File: config.mk
export PLATFORM = sky130hd
export DESIGN_NAME = sha1_stream_hasher
export DESIGN_NICKNAME = d
export VERILOG_FILES = /design/src/rtl/core/sha1_pkg.sv /design/src/rtl/core/sha1_round.sv /design/src/rtl/core/sha1_sched.sv /design/src/rtl/core/sha1_stream_hasher.sv
export SDC_FILE = /design/constraint.sdc
export NUM_CORES = 2
export LEC_CHECK = 0
export ABC_AREA = 1
export BUFFER_PORTS_ARGS = -buffer_cell sky130_fd_sc_hd__buf_2
export CAP_MARGIN = 20
export CELL_PAD_IN_SITES_DETAIL_PLACEMENT = 1
export CELL_PAD_IN_SITES_GLOBAL_PLACEMENT = 1
export CORE_MARGIN = 2
export CORE_UTILIZATION = 34
export DETAILED_ROUTE_END_ITERATION = 16
export GPL_ROUTABILITY_DRIVEN = 0
export GPL_TIMING_DRIVEN = 1
export HOLD_SLACK_MARGIN = 0.02
export MAX_ROUTING_LAYER = met4
export PLACE_DENSITY_LB_ADDON = 0.1
export SLEW_MARGIN = 10
export SYNTH_ARGS = -nofsm -noshare
export SYNTH_HDL_FRONTEND = slang
export SYNTH_SLANG_ARGS = --single-unit
File: constraint.sdc
create_clock -name clk -period 19.6 [get_ports clk]
set_clock_uncertainty 0.1 [all_clocks]
set_input_delay 3.92 -clock clk [delete_from_list [all_inputs] [get_ports clk]]
set_output_delay 3.92 -clock clk [all_outputs]
set_load 0.05 [all_outputs]
File: src/rtl/core/sha1_pkg.sv
package sha1_pkg;

	typedef struct packed {
		logic       kind;
		logic [7:0] data_byte;
	} in_item_t;

	typedef struct packed {
		logic [31:0] digest_word;
		logic [2:0]  word_index;
		logic        last_word;
	} out_item_t;

	// Working variables of the compression function.
	typedef struct packed {
		logic [31:0] a;
		logic [31:0] b;
		logic [31:0] c;
		logic [31:0] d;
		logic [31:0] e;
	} work_t;

	// Control from the sequencer to the block buffer.
	typedef struct packed {
		logic       byte_en;
		logic [7:0] byte_val;
		logic       word_en;
	} sched_ctl_t;

	typedef enum logic [2:0] {
		ST_IDLE,
		ST_PAD,
		ST_COMP,
		ST_FINAL,
		ST_OUT
	} state_t;

	typedef enum logic [1:0] {
		PH_MARK,
		PH_ZERO,
		PH_LEN
	} pad_phase_t;

	localparam logic       KIND_DATA   = 1'b0;
	localparam logic       KIND_FINISH = 1'b1;

	localparam logic [31:0] H_INIT [5] = '{
		32'h67452301, 32'hefcdab89, 32'h98badcfe, 32'h10325476, 32'hc3d2e1f0
	};

	localparam logic [31:0] K_0 = 32'h5a827999;
	localparam logic [31:0] K_1 = 32'h6ed9eba1;
	localparam logic [31:0] K_2 = 32'h8f1bbcdc;
	localparam logic [31:0] K_3 = 32'hca62c1d6;

	localparam logic [7:0] PAD_MARK    = 8'h80;
	localparam logic [7:0] PAD_ZERO    = 8'h00;
	localparam logic [5:0] LEN_POS     = 6'd56;
	localparam logic [5:0] FILL_LAST   = 6'd63;
	localparam logic [6:0] ROUND_LAST  = 7'd79;
	localparam logic [2:0] WORD_LAST   = 3'd4;
	localparam logic [63:0] LEN_STEP   = 64'd8;

endpackage

File: src/rtl/core/sha1_round.sv
module sha1_round (
	input  sha1_pkg::work_t    cur,
	input  logic [6:0]         round,
	input  logic [31:0]        w,
	output sha1_pkg::work_t    nxt
);
	import sha1_pkg::*;

	logic [31:0] f;
	logic [31:0] k;
	logic [31:0] t;

	always_comb begin
		if (round < 7'd20) begin
			f = (cur.b & cur.c) | (~cur.b & cur.d);
			k = K_0;
		end else if (round < 7'd40) begin
			f = cur.b ^ cur.c ^ cur.d;
			k = K_1;
		end else if (round < 7'd60) begin
			f = (cur.b & cur.c) | (cur.b & cur.d) | (cur.c & cur.d);
			k = K_2;
		end else begin
			f = cur.b ^ cur.c ^ cur.d;
			k = K_3;
		end
		t = {cur.a[26:0], cur.a[31:27]} + f + cur.e + k + w;
		nxt.a = t;
		nxt.b = cur.a;
		nxt.c = {cur.b[1:0], cur.b[31:2]};
		nxt.d = cur.c;
		nxt.e = cur.d;
	end

endmodule

File: src/rtl/core/sha1_sched.sv
module sha1_sched (
	input  logic                 clk,
	input  sha1_pkg::sched_ctl_t ctl,
	output logic [31:0]          w
);
	import sha1_pkg::*;

	// The 64-byte block sits in a 512-bit shift line. Bytes enter at the
	// low end; during compression the oldest word leaves at the top and the
	// next schedule word enters at the bottom, so the line is the 16-word
	// window of the message schedule.
	logic [511:0] buf_q;
	logic [31:0]  w_new;

	always_comb begin
		w_new = buf_q[511-32*0 -: 32] ^ buf_q[511-32*2 -: 32] ^
			buf_q[511-32*8 -: 32] ^ buf_q[511-32*13 -: 32];
		w = buf_q[511 -: 32];
	end

	always_ff @(posedge clk) begin
		if (ctl.byte_en) begin
			buf_q <= {buf_q[503:0], ctl.byte_val};
		end else if (ctl.word_en) begin
			buf_q <= {buf_q[479:0], w_new[30:0], w_new[31]};
		end
	end

endmodule

File: src/rtl/core/sha1_stream_hasher.sv
// Channel  | Handshake                  | Payload
// ---------+----------------------------+--------------------------------------
// item     | item_valid / item_ready    | kind, data_byte (sha1_pkg::in_item_t)
// digest   | digest_valid / digest_ready| digest_word, word_index, last_word
//
// A data byte is shifted into the block buffer as it is accepted; the byte
// that fills a block starts 80 rounds on the one round unit, then the
// chaining add. No bytes are taken meanwhile, so that unit sets the rate.
// A finish writes 9 to 72 padding bytes at one per cycle, pausing for one or two
// compressions, then offers the five digest words, one per accepted item.
// item_ready is high only while the hasher is idle; a stalled digest word
// holds. Reset is asynchronous and returns the initial hash values.
module sha1_stream_hasher (
	input  logic                clk,
	input  logic                arst_n,
	input  logic                item_valid,
	output logic                item_ready,
	input  sha1_pkg::in_item_t  item,
	output logic                digest_valid,
	input  logic                digest_ready,
	output sha1_pkg::out_item_t digest
);
	import sha1_pkg::*;

	state_t      state_q, state_d;
	pad_phase_t  phase_q, phase_d;
	logic [5:0]  fill_q;
	logic [63:0] len_q;
	logic        fin_q;
	logic [6:0]  round_q;
	logic [2:0]  idx_q;
	logic [31:0] chain_q [5];
	work_t       work_q;
	work_t       work_nxt;
	logic [31:0] w;
	sched_ctl_t  ctl;
	logic        start_comp;
	logic        fin_set;
	logic        len_add;
	logic        done;
	logic [7:0]  len_byte;

	sha1_sched u_sched (
		.clk (clk),
		.ctl (ctl),
		.w   (w)
	);

	sha1_round u_round (
		.cur   (work_q),
		.round (round_q),
		.w     (w),
		.nxt   (work_nxt)
	);

	// Length bytes occupy buffer positions 56..63, most significant first.
	assign len_byte = len_q[{~fill_q[2:0], 3'b000} +: 8];

	always_ff @(posedge clk or negedge arst_n) begin
		if (!arst_n) begin
			state_q <= ST_IDLE;
		end else begin
			state_q <= state_d;
		end
	end

	always_comb begin
		state_d      = state_q;
		phase_d      = phase_q;
		item_ready   = 1'b0;
		digest_valid = 1'b0;
		ctl          = '0;
		start_comp   = 1'b0;
		fin_set      = 1'b0;
		len_add      = 1'b0;
		done         = 1'b0;
		case (state_q)
			ST_IDLE: begin
				item_ready = 1'b1;
				if (item_valid) begin
					if (item.kind == KIND_DATA) begin
						ctl.byte_en  = 1'b1;
						ctl.byte_val = item.data_byte;
						len_add      = 1'b1;
						if (fill_q == FILL_LAST) begin
							start_comp = 1'b1;
							state_d    = ST_COMP;
						end
					end else begin
						fin_set = 1'b1;
						phase_d = PH_MARK;
						state_d = ST_PAD;
					end
				end
			end
			ST_PAD: begin
				ctl.byte_en = 1'b1;
				case (phase_q)
					PH_MARK: begin
						ctl.byte_val = PAD_MARK;
						phase_d      = PH_ZERO;
					end
					PH_ZERO: begin
						if (fill_q == LEN_POS) begin
							ctl.byte_val = len_byte;
							phase_d      = PH_LEN;
						end else begin
							ctl.byte_val = PAD_ZERO;
						end
					end
					default: begin
						ctl.byte_val = len_byte;
					end
				endcase
				if (fill_q == FILL_LAST) begin
					start_comp = 1'b1;
					state_d    = ST_COMP;
				end
			end
			ST_COMP: begin
				ctl.word_en = 1'b1;
				if (round_q == ROUND_LAST) begin
					state_d = ST_FINAL;
				end
			end
			ST_FINAL: begin
				if (fin_q && phase_q == PH_LEN) begin
					state_d = ST_OUT;
				end else if (fin_q) begin
					state_d = ST_PAD;
				end else begin
					state_d = ST_IDLE;
				end
			end
			ST_OUT: begin
				digest_valid = 1'b1;
				if (digest_ready && idx_q == WORD_LAST) begin
					done    = 1'b1;
					state_d = ST_IDLE;
				end
			end
			default: begin
				state_d = ST_IDLE;
			end
		endcase
	end

	always_ff @(posedge clk or negedge arst_n) begin
		if (!arst_n) begin
			phase_q <= PH_MARK;
			fill_q  <= '0;
			len_q   <= '0;
			fin_q   <= 1'b0;
			round_q <= '0;
			idx_q   <= '0;
			for (int i = 0; i < 5; i++) begin
				chain_q[i] <= H_INIT[i];
			end
		end else begin
			phase_q <= phase_d;
			if (ctl.byte_en) begin
				fill_q <= fill_q + 6'd1;
			end
			if (len_add) begin
				len_q <= len_q + LEN_STEP;
			end
			if (fin_set) begin
				fin_q <= 1'b1;
			end
			if (start_comp) begin
				round_q <= '0;
			end else if (state_q == ST_COMP) begin
				round_q <= round_q + 7'd1;
			end
			if (state_q == ST_FINAL) begin
				chain_q[0] <= chain_q[0] + work_q.a;
				chain_q[1] <= chain_q[1] + work_q.b;
				chain_q[2] <= chain_q[2] + work_q.c;
				chain_q[3] <= chain_q[3] + work_q.d;
				chain_q[4] <= chain_q[4] + work_q.e;
			end
			if (done) begin
				idx_q <= '0;
			end else if (digest_valid && digest_ready) begin
				idx_q <= idx_q + 3'd1;
			end
			if (done) begin
				fin_q <= 1'b0;
				len_q <= '0;
				for (int i = 0; i < 5; i++) begin
					chain_q[i] <= H_INIT[i];
				end
			end
		end
	end

	always_ff @(posedge clk) begin
		if (start_comp) begin
			work_q <= {chain_q[0], chain_q[1], chain_q[2], chain_q[3], chain_q[4]};
		end else if (state_q == ST_COMP) begin
			work_q <= work_nxt;
		end
	end

	always_comb begin
		digest.digest_word = chain_q[idx_q];
		digest.word_index  = idx_q;
		digest.last_word   = (idx_q == WORD_LAST);
	end

endmodule

# --- Word-level counts from Yosys, hierarchy flattened ---
# Cells that the tools add are included.
totals:
  word_cells: 137
  regBits: 918
  in_bits: 13
  output_inout_bits: 38
op_classes:
  reduce_logical: 14
  magnitude_cmp: 4
  addsub: 13
  n_bitwise: 15
  eq_ne: 16
  n_shift: 1
  n_mux: 56
op_table:
  columns: ["op", "count"]
  rows:
  - ["$mux 512", 2]
  - ["$mux 160", 4]
  - ["$add 32x32->32", 9]
  - ["$mux 32", 7]
  - ["$xor 32x32->32", 5]
  - ["$and 32x32->32", 4]
  - ["$mux 64", 2]
  - ["$bmux 32 s3", 1]
  - ["$or 32x32->32", 3]
  - ["$add 64x4->64 const B", 1]
  - ["$shiftx 64x7->8", 1]
  - ["$not 32->32", 1]
  - ["$mux 31", 1]
  - ["$mux 3", 8]
  - ["$mux 9", 2]
  - ["$pmux 9 s2", 1]
  - ["$mux 1", 17]
  - ["$pmux 8 s2", 1]
  - ["$pmux 3 s5", 1]
  - ["$lt 7x6->1 const B", 2]
  - ["$mux 7", 2]
  - ["$reduce_bool 2->1", 7]
  - ["$eq 6x6->1 const B", 2]
  - ["$mux 8", 1]
  - ["other kinds (24)", 34]

# --- Logic depth before layout (Yosys ltp) ---
logic_depth:
  depth_word: 12
  ltp_mapped: 24
  mapped_depth_nobuf: 23

# --- Cells and area by module ---
# A second synthesis with hierarchy kept.
unflattened:
  hier_cells: 8211
  area_unflattened_um2: 62085.8
by_module_without_submodules:
  columns: ["module", "seq_area_each_um2", "n_inst", "cells_each", "area_each_um2"]
  rows:
  - ["sha1_stream_hasher", 10985.5, 1, 4651, 31117.3]
  - ["sha1_sched", 15374.7, 1, 2525, 23799.1]
  - ["sha1_round", 0.0, 1, 1035, 7169.4]

# --- Worst setup path after synthesis ---
# OpenSTA, ideal clock, no wires.
synth_timing:
  path_kind: "input to register"
  from: "in item[8] in the netlist's numbering"
  to: "reg u_sched.buf_q[0], enable pin"
  stages: 9
  path_buffers: 2
  arrival_ns: 12.953
  required_ns: 15.836
  slack_ns: 2.883
  setup_time_ns: 3.664
  cell_sequence: "inv_1 nand2_1 nor2_4 inv_4 nand2_4 inv_2 buf_2 buf_2 nand2_1"
synth_between:
  elab_chain_len: 4
synth_rtl:
  columns: ["element", "line", "source"]
  rows:
  - ["from (decl)", "sha1_stream_hasher.sv:18", "input sha1_pkg::in_item_t item,"]
  - ["$mux 9", "sha1_stream_hasher.sv:81", "if (item.kind == KIND_DATA) begin"]
  - ["$mux 9", "sha1_stream_hasher.sv:80", "if (item_valid) begin"]
  - ["$pmux 9 s2", "sha1_stream_hasher.sv:77", "case (state_q)"]
  - ["$reduce_bool 2->1 (no line)", null, null]
  - ["to (signal assigned)", "sha1_sched.sv:23", "buf_q <= {buf_q[503:0], ctl.byte_val};"]
  - ["to (signal assigned)", "sha1_sched.sv:25", "buf_q <= {buf_q[479:0], w_new[30:0], w_new[31]};"]
  - ["to (decl)", "sha1_sched.sv:12", "logic [511:0] buf_q;"]
# No other way between the ends.
# A chain may end at the register's enable or synchronous reset.

# --- Worst setup path in the final report ---
layout_timing:
  from: "in item[8] in the netlist's numbering"
  to: "reg u_sched.buf_q[201], enable pin"
# Same word-level chain as after synthesis.

==> impl_metrics.csv <==
group,metric,value,unit
logic_synthesis,synth_area,58800,sq um
place,port_buffers,50,
finish,final_common_cell,"nand2_1",
clocking,cts_resized,0,
clocking,cts_tree,"yes",
flow_run,drv_cap,0,
logic_synthesis,syn_inst,7532,
setup_path,criticalPathCategory,"in -> reg",
logic_synthesis,seq_area_frac_synth,0.448,
finish,final_cells,9914,
clocking,cts_buffer_depth,3,
setup_path,required,19870,ps
outcome,status,"complete, no violations",
floorplan,ios,51,
floorplan,core,172000,sq um
grt,overflow,0,
finish,layout-drive-gt1-share,0.0518,
grt,grt_pass1_wl,333000,um
logic_synthesis,synth_cell_types,55,
sta,fmax,110,MHz
logic_synthesis,ys.flop_type,"edfxtp_1",
floorplan,die_area,176000,sq um
logic_synthesis,synth_top_area_frac,0.343,
sta,drv_slew,0,
logic_synthesis,synth_area_leaders,"edfxtp_1 (34%), nand2_1 (17%), dfrtp_1 (6.9%)",
routing,wl_per_cell,22.4,um
routing,wirelength,222000,um
logic_synthesis,ys_ff_latch,915,
sta,hold_viol,0,
routing,vias_per_cell,5.12,
setup_path,cp-end-kind,"register",
clocking,numCtsBuffers,113,
hold_path,hold_path.class,"reg -> reg",
routing,remaining_drc_errors,0,
clocking,htreeDepth,3,
routing,drt-initial-drc-count,3090,
setup_path,start_kind,"primary input",
routing,drt.antenna.violating_nets,0,
finish,nets,7839,
place,dpl.hpwl,167000,um
sta,finalSetupTns,0,ps
clocking,clk_latency,770,ps
logic_synthesis,synth-edff-count,672,
setup_path,worst_ep_arrival_time,9370,ps
clocking,cts_root_buffer,"clkbuf_16",
sta,rsz0062_at_grt,"false",
sta,finalCriticalPeriod,9100,ps
clocking,clock-sinks,915,
setup_path,cp_top_family,"buffers and inverters",
clocking,clk_pin_slew,60,ps
logic_synthesis,syn_nets,7869,
sta,slew_headroom,0.251,
floorplan,die_y,420,um
place,placed_cells,9694,
finish,area_growth,11.0,%
sta,tightest_slew,1110,ps
clocking,post-cts-setup-buffers,0,
routing,vias,50700,
logic_synthesis,syn_area_per_cell,7.81,sq um
floorplan,die_w,420,um
setup_path,critPathMaxStageDelay,890,ps
grt,grt_max_degree,235,
setup_path,worst-path-buf-inv,8,
logic_synthesis,synthArstFlopShare,0.266,
setup_path,crit_fanout,172,
floorplan,rows,152,
grt,grt_pass1_vias,52500,
finish,fillCellCount,20800,
floorplan,start_util,0.343,
setup_path,crit_slowest_cell,"nand2_4",
setup_path,crit_chain,"buf_2, inv_1, nand2_1, nor2_4, buf_4, inv_4, nand2_8, inv_8, nand2_4, buf_12, buf_12, buf_4",
grt,track_usage,0.259,
clocking,hold_buffers,0,
finish,layout_common_cells,"nand2_1 (2656), inv_1 (1038), edfxtp_1 (672)",
grt,antenna_found_initial,4,
sta,fin_crit_sh,0.464,
logic_synthesis,yosysTopAreaCell,"edfxtp_1",
logic_synthesis,yosys_warnings,0,
routing,dr.pass1.iters,6,
sta,report.final.setup_viol,0,
Yosys cell counts, types with 57 or more instances:
cell / instances
nand2_1: 2657
inv_1: 1040
edfxtp_1: 672
o21ai_0: 573
nor2_1: 444
a21oi_1: 337
nand3_1: 307
ha_1: 207
dfrtp_1: 163
clkbuf_1: 126
xnor2_1: 118
fa_1: 117
buf_2: 106
nor3_1: 84
nand4_1: 82
dfstp_2: 80
xor2_1: 58
o21ai_1: 57
per-stage QoR:
step	area [sq um]	setup WS, ps	utilization	hold slack, ps
floorplan	58800	2880	-	345
global placement	61300	9710	0.357	366
detailed placement	61300	9750	0.357	370
CTS	65200	10580	0.380	380
global route	65300	9980	0.380	396
finish	65300	10500	0.380	384
metal layers:
metal  global-route usage  part of all wire  up-vias
li1                     -                 -    24300
met2                0.428              0.48      833
met3               0.0241             0.033      308
met5                    -                 0        -
met1                0.324              0.44    25300
met4                0.108             0.045        0
state kept, by name (all words and copies together) (netlist names):
| signal | flops |
|---|---|
| u_sched.buf_q | 512 |
| chain_q | 160 |
| work_q | 160 |
| len_q | 61 |
| round_q | 7 |
| fill_q | 6 |
| idx_q | 3 |
| state_q | 3 |
| phase_q | 2 |
| fin_q | 1 |
worst paths after layout:
path	cells after the start	startpoint	to	slack (ps)
max reg2reg	11	state_q[1]	u_sched.buf_q[201]	13180
min in group asynchronous	1	arst_n	chain_q[64]	3110
max	12	item[8]	u_sched.buf_q[201]	10500
max in group asynchronous	4	arst_n	len_q[54]	14290
min	1	fill_q[5]	fill_q[5]	380
min reg2reg	1	fill_q[5]	fill_q[5]	380
final cells by class:
type | count | area (sq um) | area share
inverters | 1058 | 3990 | 0.0611
well taps | 2310 | 2890 | 0.0443
flip-flops and latches | 915 | 26400 | 0.404
clock inverters | 60 | 791 | 0.0121
diodes | 3 | 7.51 | 0.000115
clock buffers | 154 | 3110 | 0.0476
repair buffers | 97 | 681 | 0.0104
multi-input cells | 5317 | 27500 | 0.421
cells by family after synthesis:
kind of cell | after synthesis | share of synthesized area
AND/OR/NAND/NOR | 3661 | 0.250
buffers and inverters | 1300 | 0.0856
AO/OA/AOI/OAI | 1156 | 0.106
flip-flops | 915 | 0.448
adder cells (fa/ha/maj) | 324 | 0.0838
XOR/XNOR | 176 | 0.0262
Power is not shown: default switching activity piles up to over one toggle a cycle in this logic, so the estimate is an artifact.
